<file path="src/rtl/tst_pkg.sv">
`default_nettype none
// ----------------------------------------------------------------------------
// Timer slot table package
// Shared constants, codes and structures of the timer slot table.
// ----------------------------------------------------------------------------
package tst_pkg;

	localparam int SLOTS = 16;
	localparam int IDX_W = (SLOTS > 1) ? $clog2(SLOTS) : 1;

	typedef enum logic [2:0] {
		OP_REG    = 3'd0,
		OP_DEREG  = 3'd1,
		OP_CANCEL = 3'd2,
		OP_TICK   = 3'd3,
		OP_REAP   = 3'd4
	} op_t;

	typedef enum logic [1:0] {
		KIND_REG   = 2'd0,
		KIND_FULL  = 2'd1,
		KIND_FIRED = 2'd2,
		KIND_DONE  = 2'd3
	} kind_t;

	typedef enum logic [1:0] {
		ST_IDLE,
		ST_SCAN,
		ST_FINAL
	} state_t;

	typedef struct packed {
		logic [31:0] fire;
		logic [15:0] rep;
		logic [7:0]  hid;
	} entry_t;

	// Write request into the slot table. valid is the new state of the slot's
	// valid bit; the data is stored only when the slot stays valid.
	typedef struct packed {
		logic             en;
		logic [IDX_W-1:0] addr;
		logic             valid;
		entry_t           data;
	} tbl_wr_t;

	typedef struct packed {
		logic [31:0] sum;
		logic        eq;
		logic        lt;
	} alu_res_t;

endpackage
`default_nettype wire

</file>
<file path="src/rtl/tst_req_if.sv">
`default_nettype none
// ----------------------------------------------------------------------------
// Timer slot table request channel
// Valid/ready channel carrying one operation request per transaction.
// ----------------------------------------------------------------------------
interface tst_req_if;
	logic        valid;
	logic        ready;
	logic [2:0]  op;
	logic [31:0] now;
	logic [15:0] delay;
	logic [15:0] repeat_req;
	logic [7:0]  handler_id;
	logic [3:0]  slot;

	modport source (output valid, op, now, delay, repeat_req, handler_id, slot,
		input ready);
	modport sink (input valid, op, now, delay, repeat_req, handler_id, slot,
		output ready);
endinterface
`default_nettype wire

</file>
<file path="src/rtl/tst_rsp_if.sv">
`default_nettype none
// ----------------------------------------------------------------------------
// Timer slot table response channel
// Valid/ready channel carrying one result per transaction.
// ----------------------------------------------------------------------------
interface tst_rsp_if;
	logic       valid;
	logic       ready;
	logic [1:0] kind;
	logic [3:0] slot_out;
	logic [7:0] handler_out;
	logic       last;

	modport source (output valid, kind, slot_out, handler_out, last, input ready);
	modport sink (input valid, kind, slot_out, handler_out, last, output ready);
endinterface
`default_nettype wire

</file>
<file path="src/rtl/tst_alu.sv">
`default_nettype none
// ----------------------------------------------------------------------------
// Timer slot table arithmetic unit
// Shared 32-bit adder and comparator used by the register, tick and reap scans.
// ----------------------------------------------------------------------------
module tst_alu import tst_pkg::*; (
	input  logic [31:0] base,
	input  logic [31:0] addend,
	input  logic [31:0] fire,
	output alu_res_t    res
);

	// Sums wrap modulo 2^32; the compares are unsigned.
	always_comb begin
		res.sum = base + addend;
		res.eq  = (fire == base);
		res.lt  = (fire < base);
	end

endmodule
`default_nettype wire

</file>
<file path="src/rtl/tst_table.sv">
`default_nettype none
// ----------------------------------------------------------------------------
// Timer slot table storage
// Slot memory with one write and one registered read port, plus a valid bit
// per slot so that reset frees every slot at once.
// ----------------------------------------------------------------------------
module tst_table import tst_pkg::*; (
	input  logic             clk,
	input  logic             arst_n,
	input  logic [IDX_W-1:0] rd_addr,
	output entry_t           rd_entry,
	input  tbl_wr_t          wr
);

	entry_t           mem_q [SLOTS];
	entry_t           rd_data_q;
	logic [IDX_W-1:0] rd_addr_q;
	logic [SLOTS-1:0] valid_q;

	always_ff @(posedge clk) begin
		if (wr.en && wr.valid) begin
			mem_q[wr.addr] <= wr.data;
		end
		rd_data_q <= mem_q[rd_addr];
		rd_addr_q <= rd_addr;
	end

	always_ff @(posedge clk or negedge arst_n) begin
		if (!arst_n) begin
			valid_q <= '0;
		end else if (wr.en) begin
			valid_q[wr.addr] <= wr.valid;
		end
	end

	// A slot that is not valid reads as a free slot with all fields zero.
	assign rd_entry = valid_q[rd_addr_q] ? rd_data_q : '0;

endmodule
`default_nettype wire

</file>
<file path="src/rtl/timer_slot_table.sv">
`default_nettype none
// ----------------------------------------------------------------------------
// Timer slot table
// Table of timer slots with register, deregister, cancel, tick and reap.
// ----------------------------------------------------------------------------
// Every operation but cancel and an unknown operation walks the slot table
// one slot per cycle, while its scan does not stall, through a single read
// port and a shared adder/comparator; cancel goes straight to its slot.
// Register, deregister and cancel stop the scan at the slot they act on; an
// unknown operation or a cancel of a slot beyond the table skips the scan.
// A tick stalls its scan while a fired result waits to be taken, and a
// register waits at its free slot until its result can be issued. The block
// takes no new request until the final result of the current one is in its
// output register; that register is freed independently by the response side.
// ----------------------------------------------------------------------------
module timer_slot_table import tst_pkg::*; (
	input  logic      clk,
	input  logic      arst_n,
	tst_req_if.sink   req,
	tst_rsp_if.source rsp
);

	state_t           state_q, state_d;
	kind_t            fin_kind_q, fin_kind_d;
	logic [IDX_W-1:0] idx_q, idx_d;
	logic [2:0]       op_q;
	logic [31:0]      now_q;
	logic [15:0]      delay_q;
	logic [15:0]      rep_q;
	logic [7:0]       hid_q;

	logic             rsp_valid_q;
	kind_t            kind_q;
	logic [3:0]       slot_out_q;
	logic [7:0]       handler_q;
	logic             last_q;

	logic             can_emit;
	logic             emit;
	kind_t            emit_kind;
	logic [3:0]       emit_slot;
	logic [7:0]       emit_hid;
	logic             emit_last;
	logic             stall_scan;
	logic             last_slot;
	logic [31:0]      addend;
	entry_t           rd;
	alu_res_t         alu;
	tbl_wr_t          wr;

	tst_table u_table (
		.clk     (clk),
		.arst_n  (arst_n),
		.rd_addr (idx_d),
		.rd_entry(rd),
		.wr      (wr)
	);

	assign addend = (op_q == OP_TICK) ? {16'h0, rd.rep} : {16'h0, delay_q};

	tst_alu u_alu (
		.base  (now_q),
		.addend(addend),
		.fire  (rd.fire),
		.res   (alu)
	);

	assign req.ready = (state_q == ST_IDLE);
	assign can_emit  = !rsp_valid_q || rsp.ready;
	assign last_slot = (idx_q == IDX_W'(SLOTS - 1));

	always_ff @(posedge clk or negedge arst_n) begin
		if (!arst_n) begin
			state_q    <= ST_IDLE;
			fin_kind_q <= KIND_DONE;
			idx_q      <= '0;
		end else begin
			state_q    <= state_d;
			fin_kind_q <= fin_kind_d;
			idx_q      <= idx_d;
		end
	end

	always_ff @(posedge clk) begin
		if (req.valid && req.ready) begin
			op_q    <= req.op;
			now_q   <= req.now;
			delay_q <= req.delay;
			rep_q   <= req.repeat_req;
			hid_q   <= req.handler_id;
		end
	end

	always_comb begin
		state_d    = state_q;
		fin_kind_d = fin_kind_q;
		idx_d      = idx_q;
		emit       = 1'b0;
		emit_kind  = KIND_DONE;
		emit_slot  = 4'h0;
		emit_hid   = 8'h0;
		emit_last  = 1'b1;
		stall_scan = 1'b0;
		wr         = '0;
		wr.addr    = idx_q;

		unique case (state_q)
			ST_IDLE: begin
				if (req.valid) begin
					idx_d      = '0;
					fin_kind_d = KIND_DONE;
					unique case (req.op)
						OP_REG, OP_DEREG, OP_TICK, OP_REAP: begin
							state_d = ST_SCAN;
						end
						OP_CANCEL: begin
							if (int'(req.slot) < SLOTS) begin
								state_d = ST_SCAN;
								idx_d   = IDX_W'(req.slot);
							end else begin
								state_d = ST_FINAL;
							end
						end
						default: begin
							state_d = ST_FINAL;
						end
					endcase
				end
			end

			ST_SCAN: begin
				unique case (op_q)
					OP_REG: begin
						if (rd.fire == 32'h0) begin
							// The register result is the only result of this
							// transaction, so the slot is written as it is reported.
							if (can_emit) begin
								wr.en       = 1'b1;
								wr.valid    = 1'b1;
								wr.data     = '{fire: alu.sum, rep: rep_q, hid: hid_q};
								emit        = 1'b1;
								emit_kind   = KIND_REG;
								emit_slot   = 4'(idx_q);
								state_d     = ST_IDLE;
							end
						end else if (last_slot) begin
							fin_kind_d = KIND_FULL;
							state_d    = ST_FINAL;
						end else begin
							idx_d = idx_q + 1'b1;
						end
					end
					OP_DEREG: begin
						if (hid_q != 8'h0 && rd.hid == hid_q) begin
							wr.en    = 1'b1;
							wr.valid = 1'b0;
							state_d  = ST_FINAL;
						end else if (last_slot) begin
							state_d = ST_FINAL;
						end else begin
							idx_d = idx_q + 1'b1;
						end
					end
					OP_CANCEL: begin
						wr.en    = 1'b1;
						wr.valid = 1'b1;
						wr.data  = '{fire: rd.fire, rep: 16'h0, hid: rd.hid};
						state_d  = ST_FINAL;
					end
					OP_TICK: begin
						if (rd.fire != 32'h0 && alu.eq && !can_emit) begin
							stall_scan = 1'b1;
						end else begin
							if (rd.fire != 32'h0 && alu.eq) begin
								emit      = 1'b1;
								emit_kind = KIND_FIRED;
								emit_slot = 4'(idx_q);
								emit_hid  = rd.hid;
								emit_last = 1'b0;
								if (rd.rep != 16'h0) begin
									wr.en    = 1'b1;
									wr.valid = 1'b1;
									wr.data  = '{fire: alu.sum, rep: rd.rep, hid: rd.hid};
								end
							end
							if (last_slot) begin
								state_d = ST_FINAL;
							end else begin
								idx_d = idx_q + 1'b1;
							end
						end
					end
					OP_REAP: begin
						if (rd.fire != 32'h0 && alu.lt) begin
							wr.en    = 1'b1;
							wr.valid = 1'b0;
						end
						if (last_slot) begin
							state_d = ST_FINAL;
						end else begin
							idx_d = idx_q + 1'b1;
						end
					end
					default: begin
						state_d = ST_FINAL;
					end
				endcase
			end

			ST_FINAL: begin
				if (can_emit) begin
					emit      = 1'b1;
					emit_kind = fin_kind_q;
					state_d   = ST_IDLE;
				end
			end

			default: begin
				state_d = ST_IDLE;
			end
		endcase
	end

	always_ff @(posedge clk or negedge arst_n) begin
		if (!arst_n) begin
			rsp_valid_q <= 1'b0;
		end else if (emit) begin
			rsp_valid_q <= 1'b1;
		end else if (rsp.ready) begin
			rsp_valid_q <= 1'b0;
		end
	end

	always_ff @(posedge clk) begin
		if (emit) begin
			kind_q     <= emit_kind;
			slot_out_q <= emit_slot;
			handler_q  <= emit_hid;
			last_q     <= emit_last;
		end
	end

	assign rsp.valid       = rsp_valid_q;
	assign rsp.kind        = kind_q;
	assign rsp.slot_out    = slot_out_q;
	assign rsp.handler_out = handler_q;
	assign rsp.last        = last_q;

	// An accepted transaction always takes the sequencer out of the idle state in the next cycle.
	a_accept_leaves_idle: assert property (@(posedge clk) disable iff (!arst_n)
		(req.valid && req.ready) |=> (state_q != ST_IDLE))
		else $error("request accepted but sequencer stayed idle");

	// Only fired results come before the end of a transaction's results.
	a_only_fired_not_last: assert property (@(posedge clk) disable iff (!arst_n)
		(rsp.valid && !rsp.last) |-> (rsp.kind == KIND_FIRED))
		else $error("non-final result is not a fired result");

	// The table is only written while a scan is in progress.
	a_write_in_scan: assert property (@(posedge clk) disable iff (!arst_n)
		wr.en |-> (state_q == ST_SCAN))
		else $error("slot table written outside a scan");

	// A stalled tick holds its slot until the fired result can be issued.
	a_stall_holds_slot: assert property (@(posedge clk) disable iff (!arst_n)
		stall_scan |=> ($stable(idx_q) && state_q == ST_SCAN))
		else $error("tick scan moved on while its result was pending");

endmodule
`default_nettype wire

</file>
<file path="src/flat_wrapper.sv">
// flat-port wrapper written by rule: the top's interface ports become plain ports
module timer_slot_table_flat import tst_pkg::*;
  (clk, arst_n, req_valid, req_op, req_now, req_delay, req_repeat_req, req_handler_id, req_slot, req_ready, rsp_valid, rsp_kind, rsp_slot_out, rsp_handler_out, rsp_last, rsp_ready);
  tst_req_if req_i ();
  tst_rsp_if rsp_i ();
  input  logic clk;
  input  logic arst_n;
  input wire logic [$bits(req_i.valid)-1:0] req_valid;
  input wire logic [$bits(req_i.op)-1:0] req_op;
  input wire logic [$bits(req_i.now)-1:0] req_now;
  input wire logic [$bits(req_i.delay)-1:0] req_delay;
  input wire logic [$bits(req_i.repeat_req)-1:0] req_repeat_req;
  input wire logic [$bits(req_i.handler_id)-1:0] req_handler_id;
  input wire logic [$bits(req_i.slot)-1:0] req_slot;
  output wire logic [$bits(req_i.ready)-1:0] req_ready;
  output wire logic [$bits(rsp_i.valid)-1:0] rsp_valid;
  output wire logic [$bits(rsp_i.kind)-1:0] rsp_kind;
  output wire logic [$bits(rsp_i.slot_out)-1:0] rsp_slot_out;
  output wire logic [$bits(rsp_i.handler_out)-1:0] rsp_handler_out;
  output wire logic [$bits(rsp_i.last)-1:0] rsp_last;
  input wire logic [$bits(rsp_i.ready)-1:0] rsp_ready;
  assign req_i.valid = req_valid;
  assign req_i.op = req_op;
  assign req_i.now = req_now;
  assign req_i.delay = req_delay;
  assign req_i.repeat_req = req_repeat_req;
  assign req_i.handler_id = req_handler_id;
  assign req_i.slot = req_slot;
  assign req_ready = req_i.ready;
  assign rsp_valid = rsp_i.valid;
  assign rsp_kind = rsp_i.kind;
  assign rsp_slot_out = rsp_i.slot_out;
  assign rsp_handler_out = rsp_i.handler_out;
  assign rsp_last = rsp_i.last;
  assign rsp_i.ready = rsp_ready;
  timer_slot_table u_core (.clk(clk), .arst_n(arst_n), .req(req_i), .rsp(rsp_i));
endmodule
</file>
<file path="config.mk">
export PLATFORM = sky130hd
export DESIGN_NAME = timer_slot_table_flat
export DESIGN_NICKNAME = d
export VERILOG_FILES = /design/src/rtl/tst_pkg.sv /design/src/rtl/tst_req_if.sv /design/src/rtl/tst_rsp_if.sv /design/src/rtl/tst_alu.sv /design/src/rtl/tst_table.sv /design/src/rtl/timer_slot_table.sv /design/src/flat_wrapper.sv
export SDC_FILE = /design/constraint.sdc
export NUM_CORES = 1
export LEC_CHECK = 0
export BUFFER_PORTS_ARGS = -buffer_cell sky130_fd_sc_hd__buf_2
export CAP_MARGIN = 20
export CORE_MARGIN = 4
export CORE_UTILIZATION = 30
export CTS_CLUSTER_SIZE = 10
export DETAILED_ROUTE_END_ITERATION = 16
export PLACE_DENSITY_LB_ADDON = 0.08
export SLEW_MARGIN = 20
export SYNTH_ARGS = -nofsm -noshare
export SYNTH_HDL_FRONTEND = slang
export SYNTH_SLANG_ARGS = --single-unit
</file>
<file path="constraint.sdc">
create_clock -name clk -period 10.25 [get_ports clk]
set_clock_uncertainty 0.05 [all_clocks]
set_input_delay 1.5375 -clock clk [delete_from_list [all_inputs] [get_ports clk]]
set_output_delay 1.5375 -clock clk [all_outputs]
set_load 0.05 [all_outputs]
</file>
==> results of run 1 <==
## cells by family after synthesis
group                    Yosys count
buffers and inverters            194
multiplexers                     570
adder cells (fa/ha/maj)           61
AO/OA/AOI/OAI                    328
AND/OR/NAND/NOR                  561
flip-flops                      1070
XOR/XNOR                          33
## power groups by stage
stage / Combinational, W / Clock [W] / Sequential (W)
2_1_floorplan: 0.00215 / 0 / 0.00517
3_3_place_gp: 0.00302 / 0 / 0.00532
3_5_place_dp: 0.00303 / 0 / 0.00532
4_1_cts: 0.00304 / 0.00453 / 0.00523
5_1_grt: 0.00323 / 0.00472 / 0.00524
6_report: 0.00301 / 0.00439 / 0.00523
## layout make-up
cell class	count	area [um2]
diodes	3	7.51
clock buffers	209	3780
clock inverters	17	260
fillers	14000	95900
inverters	50	206
multi-input cells	1553	12200
flip-flops and latches	1070	31400
well taps	1930	2410
repair buffers	175	1260
## through the flow
stage          worst slack (ns)   util
4_1_cts                    2.38  0.349
3_3_place_gp               2.17  0.321
3_5_place_dp               2.44  0.322
5_1_grt                    2.06  0.349
2_1_floorplan              3.72      -
6_report                   2.42  0.350
## per-layer routing
layer / share of wire / global-route usage / routed length (um) / vias up
met1: 0.47 / 0.252 / 65400 / 13000
li1: - / - / - / 11200
met4: 0.021 / 0.0470 / 2970 / 2
met5: 0.000093 / 0 / 13 / -
met3: 0.037 / 0.0247 / 5150 / 159
met2: 0.47 / 0.295 / 66400 / 588
## cell usage in the layout (no fill, tap or decap), types with 16 or more instances in the layout
master / Yosys / final
a21oi_1: 25 / 24
a22oi_1: 40 / 40
a32o_1: 56 / 56
and3_1: 37 / 37
buf_2: 47 / 99
buf_4: 13 / 62
clkbuf_1: 45 / 65
clkbuf_16: 0 / 138
dfrtp_1: 23 / 23
dfxtp_1: 60 / 60
edfxtp_1: 986 / 986
ha_1: 60 / 60
inv_1: 47 / 46
mux2i_1: 563 / 563
nand2_1: 199 / 196
nand3_1: 16 / 16
nor2_1: 150 / 115
nor2_2: 0 / 19
nor2_4: 0 / 16
nor3_1: 22 / 18
nor3_2: 49 / 53
nor4_1: 21 / 20
o21ai_0: 82 / 78
o22ai_1: 60 / 60
xnor2_1: 24 / 24
## path summary, 6_finish.rpt
path	start	to	slack [ns]	depth (start not counted)
max	u_core.u_table.rd_addr_q[0]	u_core.u_table.rd_data_q[41]	2.42	20
min reg2reg	u_core.u_table.valid_q[14]	u_core.u_table.valid_q[14]	0.47	2
max reg2reg	u_core.u_table.rd_addr_q[0]	u_core.u_table.rd_data_q[41]	2.42	20
max in group asynchronous	arst_n	u_core.state_q[0]	8.96	1
min	u_core.u_table.valid_q[14]	u_core.u_table.valid_q[14]	0.47	2
min in group asynchronous	arst_n	u_core.u_table.valid_q[1]	0.76	1
## worst max-delay path, stage by stage (launching register included)
cell and delay [ns]:
dfxtp_1 0.59, mux4_2 0.57, mux2i_1 0.17, nand2b_2 0.30, buf_4 0.33, and3_1 0.21
ha_1 0.30, nand2_1 0.08, nor4_1 0.61, and4_1 0.42, nand2_1 0.13, nor4_1 0.40
a211oi_2 0.10, and2_4 0.21, o211a_4 0.45, inv_16 0.49, buf_4 0.89, mux2i_1 0.65
mux2i_1 0.16, o22ai_1 0.21, nor3_2 0.07
## state kept, by name, summed over array words and instances, names as in the netlist
name,count
u_core.rsp.last,1
u_core.fin_kind_q,1
u_core.rsp.kind,2
u_core.op_q,3
u_core.u_table.mem_q,896
u_core.idx_q,4
u_core.rsp.handler_out,8
u_core.rep_q,16
u_core.hid_q,8
u_core.delay_q,16
u_core.u_table.valid_q,16
u_core.rsp.slot_out,4
u_core.u_table.rd_addr_q,4
u_core.state_q,2
u_core.rsp.valid,1
u_core.now_q,32
u_core.u_table.rd_data_q,56
==> flow_summary.ini, run 1 <==
[cts]
root_buffer = clkbuf_16
cts-resized-gates = 0
cts_made_buffers = 131
cts.htree.levels = 4
cts_setup_buffers = 0
clock_sinks = 1070
cts_buffer_depth = 3
path_clk_slew_ns = 0.06
cts_tree = built
postCtsHoldBufs = 0
clk_latency_ns = 0.76

[floorplan]
die_height_um = 393
rows = 141
dieWidth_um = 393
core-area_um2 = 147000
start_util = 0.302
die_area_um2 = 155000
io_pins = 100

[power]
ir_drop_mv = 0.304
p_sw_frac = 0.312
clockPowerShare = 0.348
power_switching_w = 0.00395
leakage_nw = 16.0
pwr-share-comb = 0.238
p_per_area_nw_per_um2 = 245
pwr-share-seq = 0.414
power.total_w = 0.0126
internal_power_w = 0.00868

[synth]
synth.top_cell.area_share = 0.666
synth_edf_count = 986
synth.area.mux_share = 0.130
synth_top_area_cell = edfxtp_1
synth_warnings = 0
post-synth-top-count-cell = edfxtp_1
syn-num-nets = 2961
yosys-top-cells-count = 986 x edfxtp_1, 563 x mux2i_1, 199 x nand2_1
synth_cell_types = 75
synth_xor_area_frac = 0.00650
synthFlopType = edfxtp_1
synth_compound_area_frac = 0.0521
synthCells = 2817
ys_seq_area_frac = 0.706
async_reset_ff_frac = 0.0224
synthesis.area_um2 = 44500
ys_ff_latch = 1070
syn_avg_cell_area_um2 = 15.8
synth_area_leaders = edfxtp_1 67%, mux2i_1 13%, dfxtp_1 2.7%, ha_1 1.7%, nand2_1 1.7%
synthAdderAreaFrac = 0.0173
synth_top_family_by_area = multiplexers
synth_simple_gate_area_share = 0.0633

[sta]
layout_min_cycle_time_ns = 7.83
hold_viol = 0
max_clock_freq_ghz = 0.128
hold_slack_ns = 0.471
tightest_slew_ns = 1.13
slew_viol_final = 0
fin_crit_sh = 0.764
setup_viol = 0
rsz0062_at_grt = no
setup-tns-final_ns = 0
maxSlewHeadroom = 0.245

[global_routing]
grt_pass1_wl_um = 196000
gr-usage-all-layers = 0.180
grt_pass1_vias = 25700
grt_max_degree = 129
grt_overflow = 0
antenna_found_initial = 6

[setup_path]
critPathCaptureType = flip-flop
crit_path_start_kind = flip-flop
cp_data_required_time_ns = 10.82
arrival_ns = 8.40
path_max_fanout = 113
crit_type = reg -> reg

[job]
cap_violations = 0

[placed_design]
place_area_um2 = 47400
dp_cells = 4774
dp_hpwl_um = 82400
port_buffers = 99
place_congestion = 0.838

[routing]
wl_um = 140000
ant_nets = 0
wl_per_cell_um = 27.9
drt-vias-per-instance = 4.99
firstDrtPassIters = 6
vias = 25000
drc = 0
drt_iter0_drc = 1772

[finish]
drive_above_1_share = 0.150
finalNonFillerCells = 5007
postLayoutCellArea_um2 = 51500
nets = 3125
syn2layout_area_growth_pct = 15.9

[min_path]
worstHoldPathType = reg -> reg

[status]
status = completed
Note: power is estimated with default switching activity, not from simulation.
==> run 2: changes to the inputs <==
Clock period 10.25 ns to 7.6 ns, I/O delays scaled along.
==> run 2 against run 1 <==
Net effect: cell count up 0.50%; sequential power up 35%; fmax up 9.2%; first-iteration DRC count up 10%; final area up 0.68%; clock power up 33%; via count up 0.58%.
==> flow_summary.ini, run 2 (synthesis gave the netlist of run 1 again) <==
[setup_path]
cpPeakStageDelay_ns = 0.79
cp_data_required_time_ns = 8.19
crit_path_start_kind = flip-flop
crit_slowest_cell = nor4_1
arrival_ns = 7.76
path_max_fanout = 38
crit_type = reg -> reg
critPathCaptureType = flip-flop
rrSetupSlack_ns = 0.43
path_cells = mux4_2 -> mux2i_1 -> nand2b_2 -> and3_1 -> ha_1 -> nand2_1 -> nor4_1 -> and4_1 -> nand2_1 -> nor4_1 -> a211oi_2 -> o211a_2 -> o311ai_4 -> or2_4 -> buf_12 -> o22ai_1 -> nor3_2

[sta]
setup-tns-final_ns = 0
maxSlewHeadroom = 0.283
hold_viol = 0
layout_min_cycle_time_ns = 7.17
slew_viol_final = 0
hold_slack_ns = 0.359
max_clock_freq_ghz = 0.140
fin_crit_sh = 0.943
rsz0062_at_grt = no
setup_viol = 0
tightest_slew_ns = 1.07

[cts]
cts.htree.levels = 4
cts_setup_buffers = 0
postCtsHoldBufs = 0
root_buffer = clkbuf_16
cts_made_buffers = 132
cts_tree = built
cts_buffer_depth = 3
path_clk_slew_ns = 0.06
clk_latency_ns = 0.75
cts-resized-gates = 0
clock_sinks = 1070

[finish]
syn2layout_area_growth_pct = 16.7
regArea_um2 = 31400
reg.largest.list = u_core.u_table.mem_q x896, u_core.u_table.rd_data_q x56, u_core.now_q x32
fin_util = 0.352
largest_register_ffs = 896
postLayoutCellArea_um2 = 51900
drive_above_1_share = 0.154
multi_input_area_um2 = 12200
final_common_cell = edfxtp_1
layout_common_cells = 986 x edfxtp_1, 563 x mux2i_1, 196 x nand2_1
regMostFlops = u_core.u_table.mem_q
nets = 3147
fillCellCount = 14000

[routing]
vias = 25100
ant_nets = 0
wl_um = 140000
drc = 0
firstDrtPassIters = 7
drt-vias-per-instance = 5.00
drt_iter0_drc = 1952
wl_per_cell_um = 27.8

[placed_design]
dp_hpwl_um = 78100
place_area_um2 = 47900
port_buffers = 99
place_congestion = 0.819

[floorplan]
start_util = 0.302
die_height_um = 393
core-area_um2 = 147000
io_pins = 100
die_area_um2 = 155000
rows = 141
dieWidth_um = 393

[min_path]
worstHoldPathType = in -> async

[power]
leakage_nw = 16.2
power.total_w = 0.0170
p_per_area_nw_per_um2 = 328
ir_drop_mv = 0.219

[global_routing]
use_met1 = 0.253
gr-usage-all-layers = 0.180
grt_pass1_vias = 25800
grt_pass1_wl_um = 196000
met2_usage = 0.293
gr-usage-met3 = 0.0279
grt_overflow = 0
antenna_found_initial = 2
grt.busiest_layer = met2
grt_max_degree = 88

[job]
cap_violations = 0

[status]
status = completed
run 2: cell count changes in the layout (fill, tap and decap cells not counted), moves of 3 or more:
cell,delta
bufinv_16,-3
o21ai_0,+4
clkbuf_8,+5
o21ai_1,-4
buf_12,+24
nor2_1,+7
nor2_2,-7
run 2: final timing paths:
check	start	endpoint	depth (start not counted)
max in group asynchronous	arst_n	u_core.idx_q[0]	1
min	arst_n	u_core.state_q[0]	1
min reg2reg	u_core.u_table.valid_q[10]	u_core.u_table.valid_q[10]	2
max reg2reg	u_core.u_table.rd_addr_q[0]	u_core.u_table.rd_data_q[36]	17
min in group clk	u_core.u_table.valid_q[10]	u_core.u_table.valid_q[10]	2
max	u_core.u_table.rd_addr_q[0]	u_core.u_table.rd_data_q[36]	17
run 2: critical path, delay by kind of cell (launching register included):
family / cells / cell delay, ns
AND/OR/NAND/NOR: 9 / 3.86
adder cells (fa/ha/maj): 1 / 0.29
flip-flops: 1 / 0.58
AO/OA/AOI/OAI: 4 / 1.04
multiplexers: 2 / 0.78
buffers and inverters: 1 / 0.34
run 2: area by class of cell:
| type | count | share of cell area |
|---|---|---|
| flip-flops and latches | 1070 | 0.605 |
| multi-input cells | 1553 | 0.235 |
| clock buffers | 214 | 0.0733 |
| well taps | 1930 | 0.0465 |
| repair buffers | 196 | 0.0323 |
| inverters | 50 | 0.00398 |
| clock inverters | 18 | 0.00359 |
| diodes | 1 | 0.0000482 |
run 2: where the power goes:
part / switching, W / internal, W / leakage, nW / total [W]
Sequential: 0.000368 / 0.00668 / 8.90 / 0.00705
Clock: 0.00239 / 0.00345 / 1.92 / 0.00584
Combinational: 0.00259 / 0.00156 / 5.34 / 0.00415
Total: 0.00535 / 0.0117 / 16.2 / 0.0170
run 2: per-stage QoR:
step	std cells	setup WS (ns)
after CTS	5030	0.603
after global placement	4798	0.783
after detailed placement	4798	0.634
final	5032	0.432
after floorplan	2817	1.07
after global routing	5031	0.249
run 2: per-layer routing:
layer | vias to the layer above | part of all wire
met5 | - | 0
li1 | 11300 | -
met2 | 593 | 0.47
met1 | 13100 | 0.47
met4 | 0 | 0.018
met3 | 171 | 0.043
==> run 3: changes to the inputs <==
Settings changed: SKIP_LAST_GASP from default to 1, SYNTH_HIERARCHICAL from default to 1.
==> run 3 against run 2 <==
Net effect: global-route usage down 0.94 points; highest routed layer unchanged; critical path type unchanged; core utilization increased by 0.63 points; setup slack improved by 0.74 ns; clock-buffer cell count is 3 lower.
==> flow_summary.ini, run 3 <==
[status]
status = completed

[setup_path]
cpLargestDelayFamily = compound AO/OA/AOI/OAI gates
critPathCaptureType = flip-flop
crit_slowest_cell = o22ai_4
cp_data_required_time_ns = 7.95
crit_path_start_kind = flip-flop
path_max_fanout = 33
cpPeakStageDelay_ns = 0.77
crit_top_cell = a21o_1
crit_type = reg -> reg
path_cells = mux2_2 -> o221ai_1 -> o22ai_4 -> and2_1 -> ha_1 -> a21o_1 -> a21o_1 -> a21oi_1 -> o21ai_0 -> a21o_1 -> a221oi_1 -> buf_4 -> o2111ai_1 -> a31oi_1 -> nand3b_1 -> nor2_4 -> buf_4
arrival_ns = 6.78
critical_path_buf_inv_count = 2

[synth]
post-synth-top-count-cell = edfxtp_1
synthAdderAreaFrac = 0.0202
synth_top_area_cell = edfxtp_1
synth_warnings = 6
ys_seq_area_frac = 0.727
synth_edf_count = 986
synthesis.area_um2 = 43200
synth_cell_types = 70
synth.top_cell.area_share = 0.686
synthFlopType = edfxtp_1
async_reset_ff_frac = 0.0224
synth.area.mux_share = 0.123
synth_compound_area_frac = 0.0604
synth_simple_gate_area_share = 0.0445
synth_top_family_by_area = multiplexers
synth_xor_area_frac = 0.00791
synthCells = 2342
syn_avg_cell_area_um2 = 18.4
yosys-top-cells-count = 986 x edfxtp_1, 226 x mux4_2, 153 x a22oi_1
ys_ff_latch = 1070
synth_area_leaders = edfxtp_1 69%, mux4_2 12%, dfxtp_1 2.8%, a22oi_1 2.7%, ha_1 2.0%

[global_routing]
grt_pass1_vias = 24400
gr-usage-all-layers = 0.170
grt_max_degree = 95
grt_overflow = 0
antenna_found_initial = 5
grt_pass1_wl_um = 183000

[finish]
largest_register_ffs = 896
drive_above_1_share = 0.252
finalNonFillerCells = 4564
final_common_cell = edfxtp_1
syn2layout_area_growth_pct = 18.0
fillCellCount = 13400
regMostFlops = u_core/u_table/mem_q
nets = 2724
reg.largest.list = u_core/u_table/mem_q x896, u_core/u_table/rd_data_q x56, u_core/now_q x32
postLayoutCellArea_um2 = 51000
layout_common_cells = 986 x edfxtp_1, 226 x mux4_2, 153 x a22oi_1

[cts]
postCtsHoldBufs = 0
cts-resized-gates = 0
path_clk_slew_ns = 0.06
root_buffer = clkbuf_16
clock_sinks = 1070
clk_latency_ns = 0.76
cts_setup_buffers = 0
cts_made_buffers = 133
cts_tree = built
cts_buffer_depth = 3
cts.htree.levels = 4

[sta]
rsz0062_at_grt = no
layout_min_cycle_time_ns = 6.43
hold_viol = 0
slew_viol_final = 0
setup_viol = 0
tightest_slew_ns = 1.10
hold_slack_ns = 0.384
maxSlewHeadroom = 0.262
setup-tns-final_ns = 0
max_clock_freq_ghz = 0.156
fin_crit_sh = 0.846

[floorplan]
start_util = 0.303
rows = 138
core-area_um2 = 142000
die_area_um2 = 150000
io_pins = 100
die_height_um = 387
dieWidth_um = 387

[power]
leakage_nw = 18.3
p_per_area_nw_per_um2 = 329
ir_drop_mv = 0.205

[placed_design]
place_area_um2 = 46900
port_buffers = 99
dp_cells = 4327
place_congestion = 0.832
dp_hpwl_um = 75300

[routing]
wl_per_cell_um = 28.3
vias = 23300
drt_iter0_drc = 1852
drc = 0
wl_um = 129000
firstDrtPassIters = 5
ant_nets = 0
drt-vias-per-instance = 5.10

[job]
cap_violations = 0

[min_path]
worstHoldPathType = in -> async
==> run 3: cell count changes after synthesis, sizes merged, moves of 57 or more <==
cell and change:
mux4 +221, mux2i -562, nor3 -63, a22oi +123, nand2 -86, o22ai -57
==> run 3: final cells by class <==
class / count / area [um2] / area share
sequential: 1070 / 31400 / 0.616
multi-input combinational: 1131 / 11300 / 0.223
clock buffer: 211 / 3800 / 0.0745
tap: 1890 / 2360 / 0.0464
timing repair buffer: 194 / 1630 / 0.0321
clock inverter: 25 / 244 / 0.00479
inverter: 42 / 158 / 0.00309
antenna: 1 / 2.50 / 0.0000491
==> run 3: cells by family after synthesis <==
| logic type | count (synthesis) |
|---|---|
| AOI/OAI and AO/OA | 373 |
| buffers and inverters | 156 |
| other | 1 |
| and+or+nand+nor | 387 |
| xor gates and xnor gates | 39 |
| adders and majority gates | 69 |
| muxes | 247 |
| DFF | 1070 |
==> run 3: worst paths after layout <==
path	from	cells past startpoint	to	slack, ns
setup / recovery	u_core/u_table/rd_addr_q[0]	17	u_core/u_table/mem_q[9][46]	1.17
hold / removal	arst_n	1	u_core/rsp.valid	0.38
setup reg to reg	u_core/u_table/rd_addr_q[0]	17	u_core/u_table/mem_q[9][46]	1.17
hold reg to reg	u_core/u_table/valid_q[2]	1	u_core/u_table/valid_q[2]	0.43
max in group asynchronous	arst_n	1	u_core/state_q[1]	6.64
min in group clk	u_core/u_table/valid_q[2]	1	u_core/u_table/valid_q[2]	0.43
==> run 3: per-layer routing <==
metal | GRT usage | vias up | routed length, um
met4 | 0.0536 | 0 | 3400
met1 | 0.238 | 12500 | 58900
met3 | 0.0280 | 194 | 5710
li1 | - | 9987 | -
met2 | 0.273 | 643 | 61000
met5 | 0 | - | 0
==> run 3: per-stage QoR <==
stage	util	setup slack, ns	total power (W)
4_1_cts	0.358	0.999	0.0170
2_1_floorplan	-	0.563	0.00944
3_5_place_dp	0.330	1.03	0.0110
5_1_grt	0.358	0.712	0.0175
3_3_place_gp	0.330	1.20	0.0110
6_report	0.358	1.17	0.0168
==> run 3: worst register-to-register path, cell delays in order (launching register included) <==
cell and delay [ns]:
dfxtp_1 0.49, mux2_2 0.22, o221ai_1 0.17, o22ai_4 0.77, and2_1 0.33, ha_1 0.27, a21o_1 0.17, a21o_1 0.17
a21oi_1 0.21, o21ai_0 0.14, a21o_1 0.25, a221oi_1 0.44, buf_4 0.21, o2111ai_1 0.11, a31oi_1 0.48, nand3b_1 0.46
nor2_4 0.68, buf_4 0.43
==> run 3: power breakdown <==
part	leakage, nW	internal, W	switching, W	total [W]
combinational	5.03	0.00148	0.00250	0.00398
sequential	11.3	0.00663	0.000231	0.00686
clock	1.95	0.00349	0.00243	0.00592
total	18.3	0.0116	0.00516	0.0168
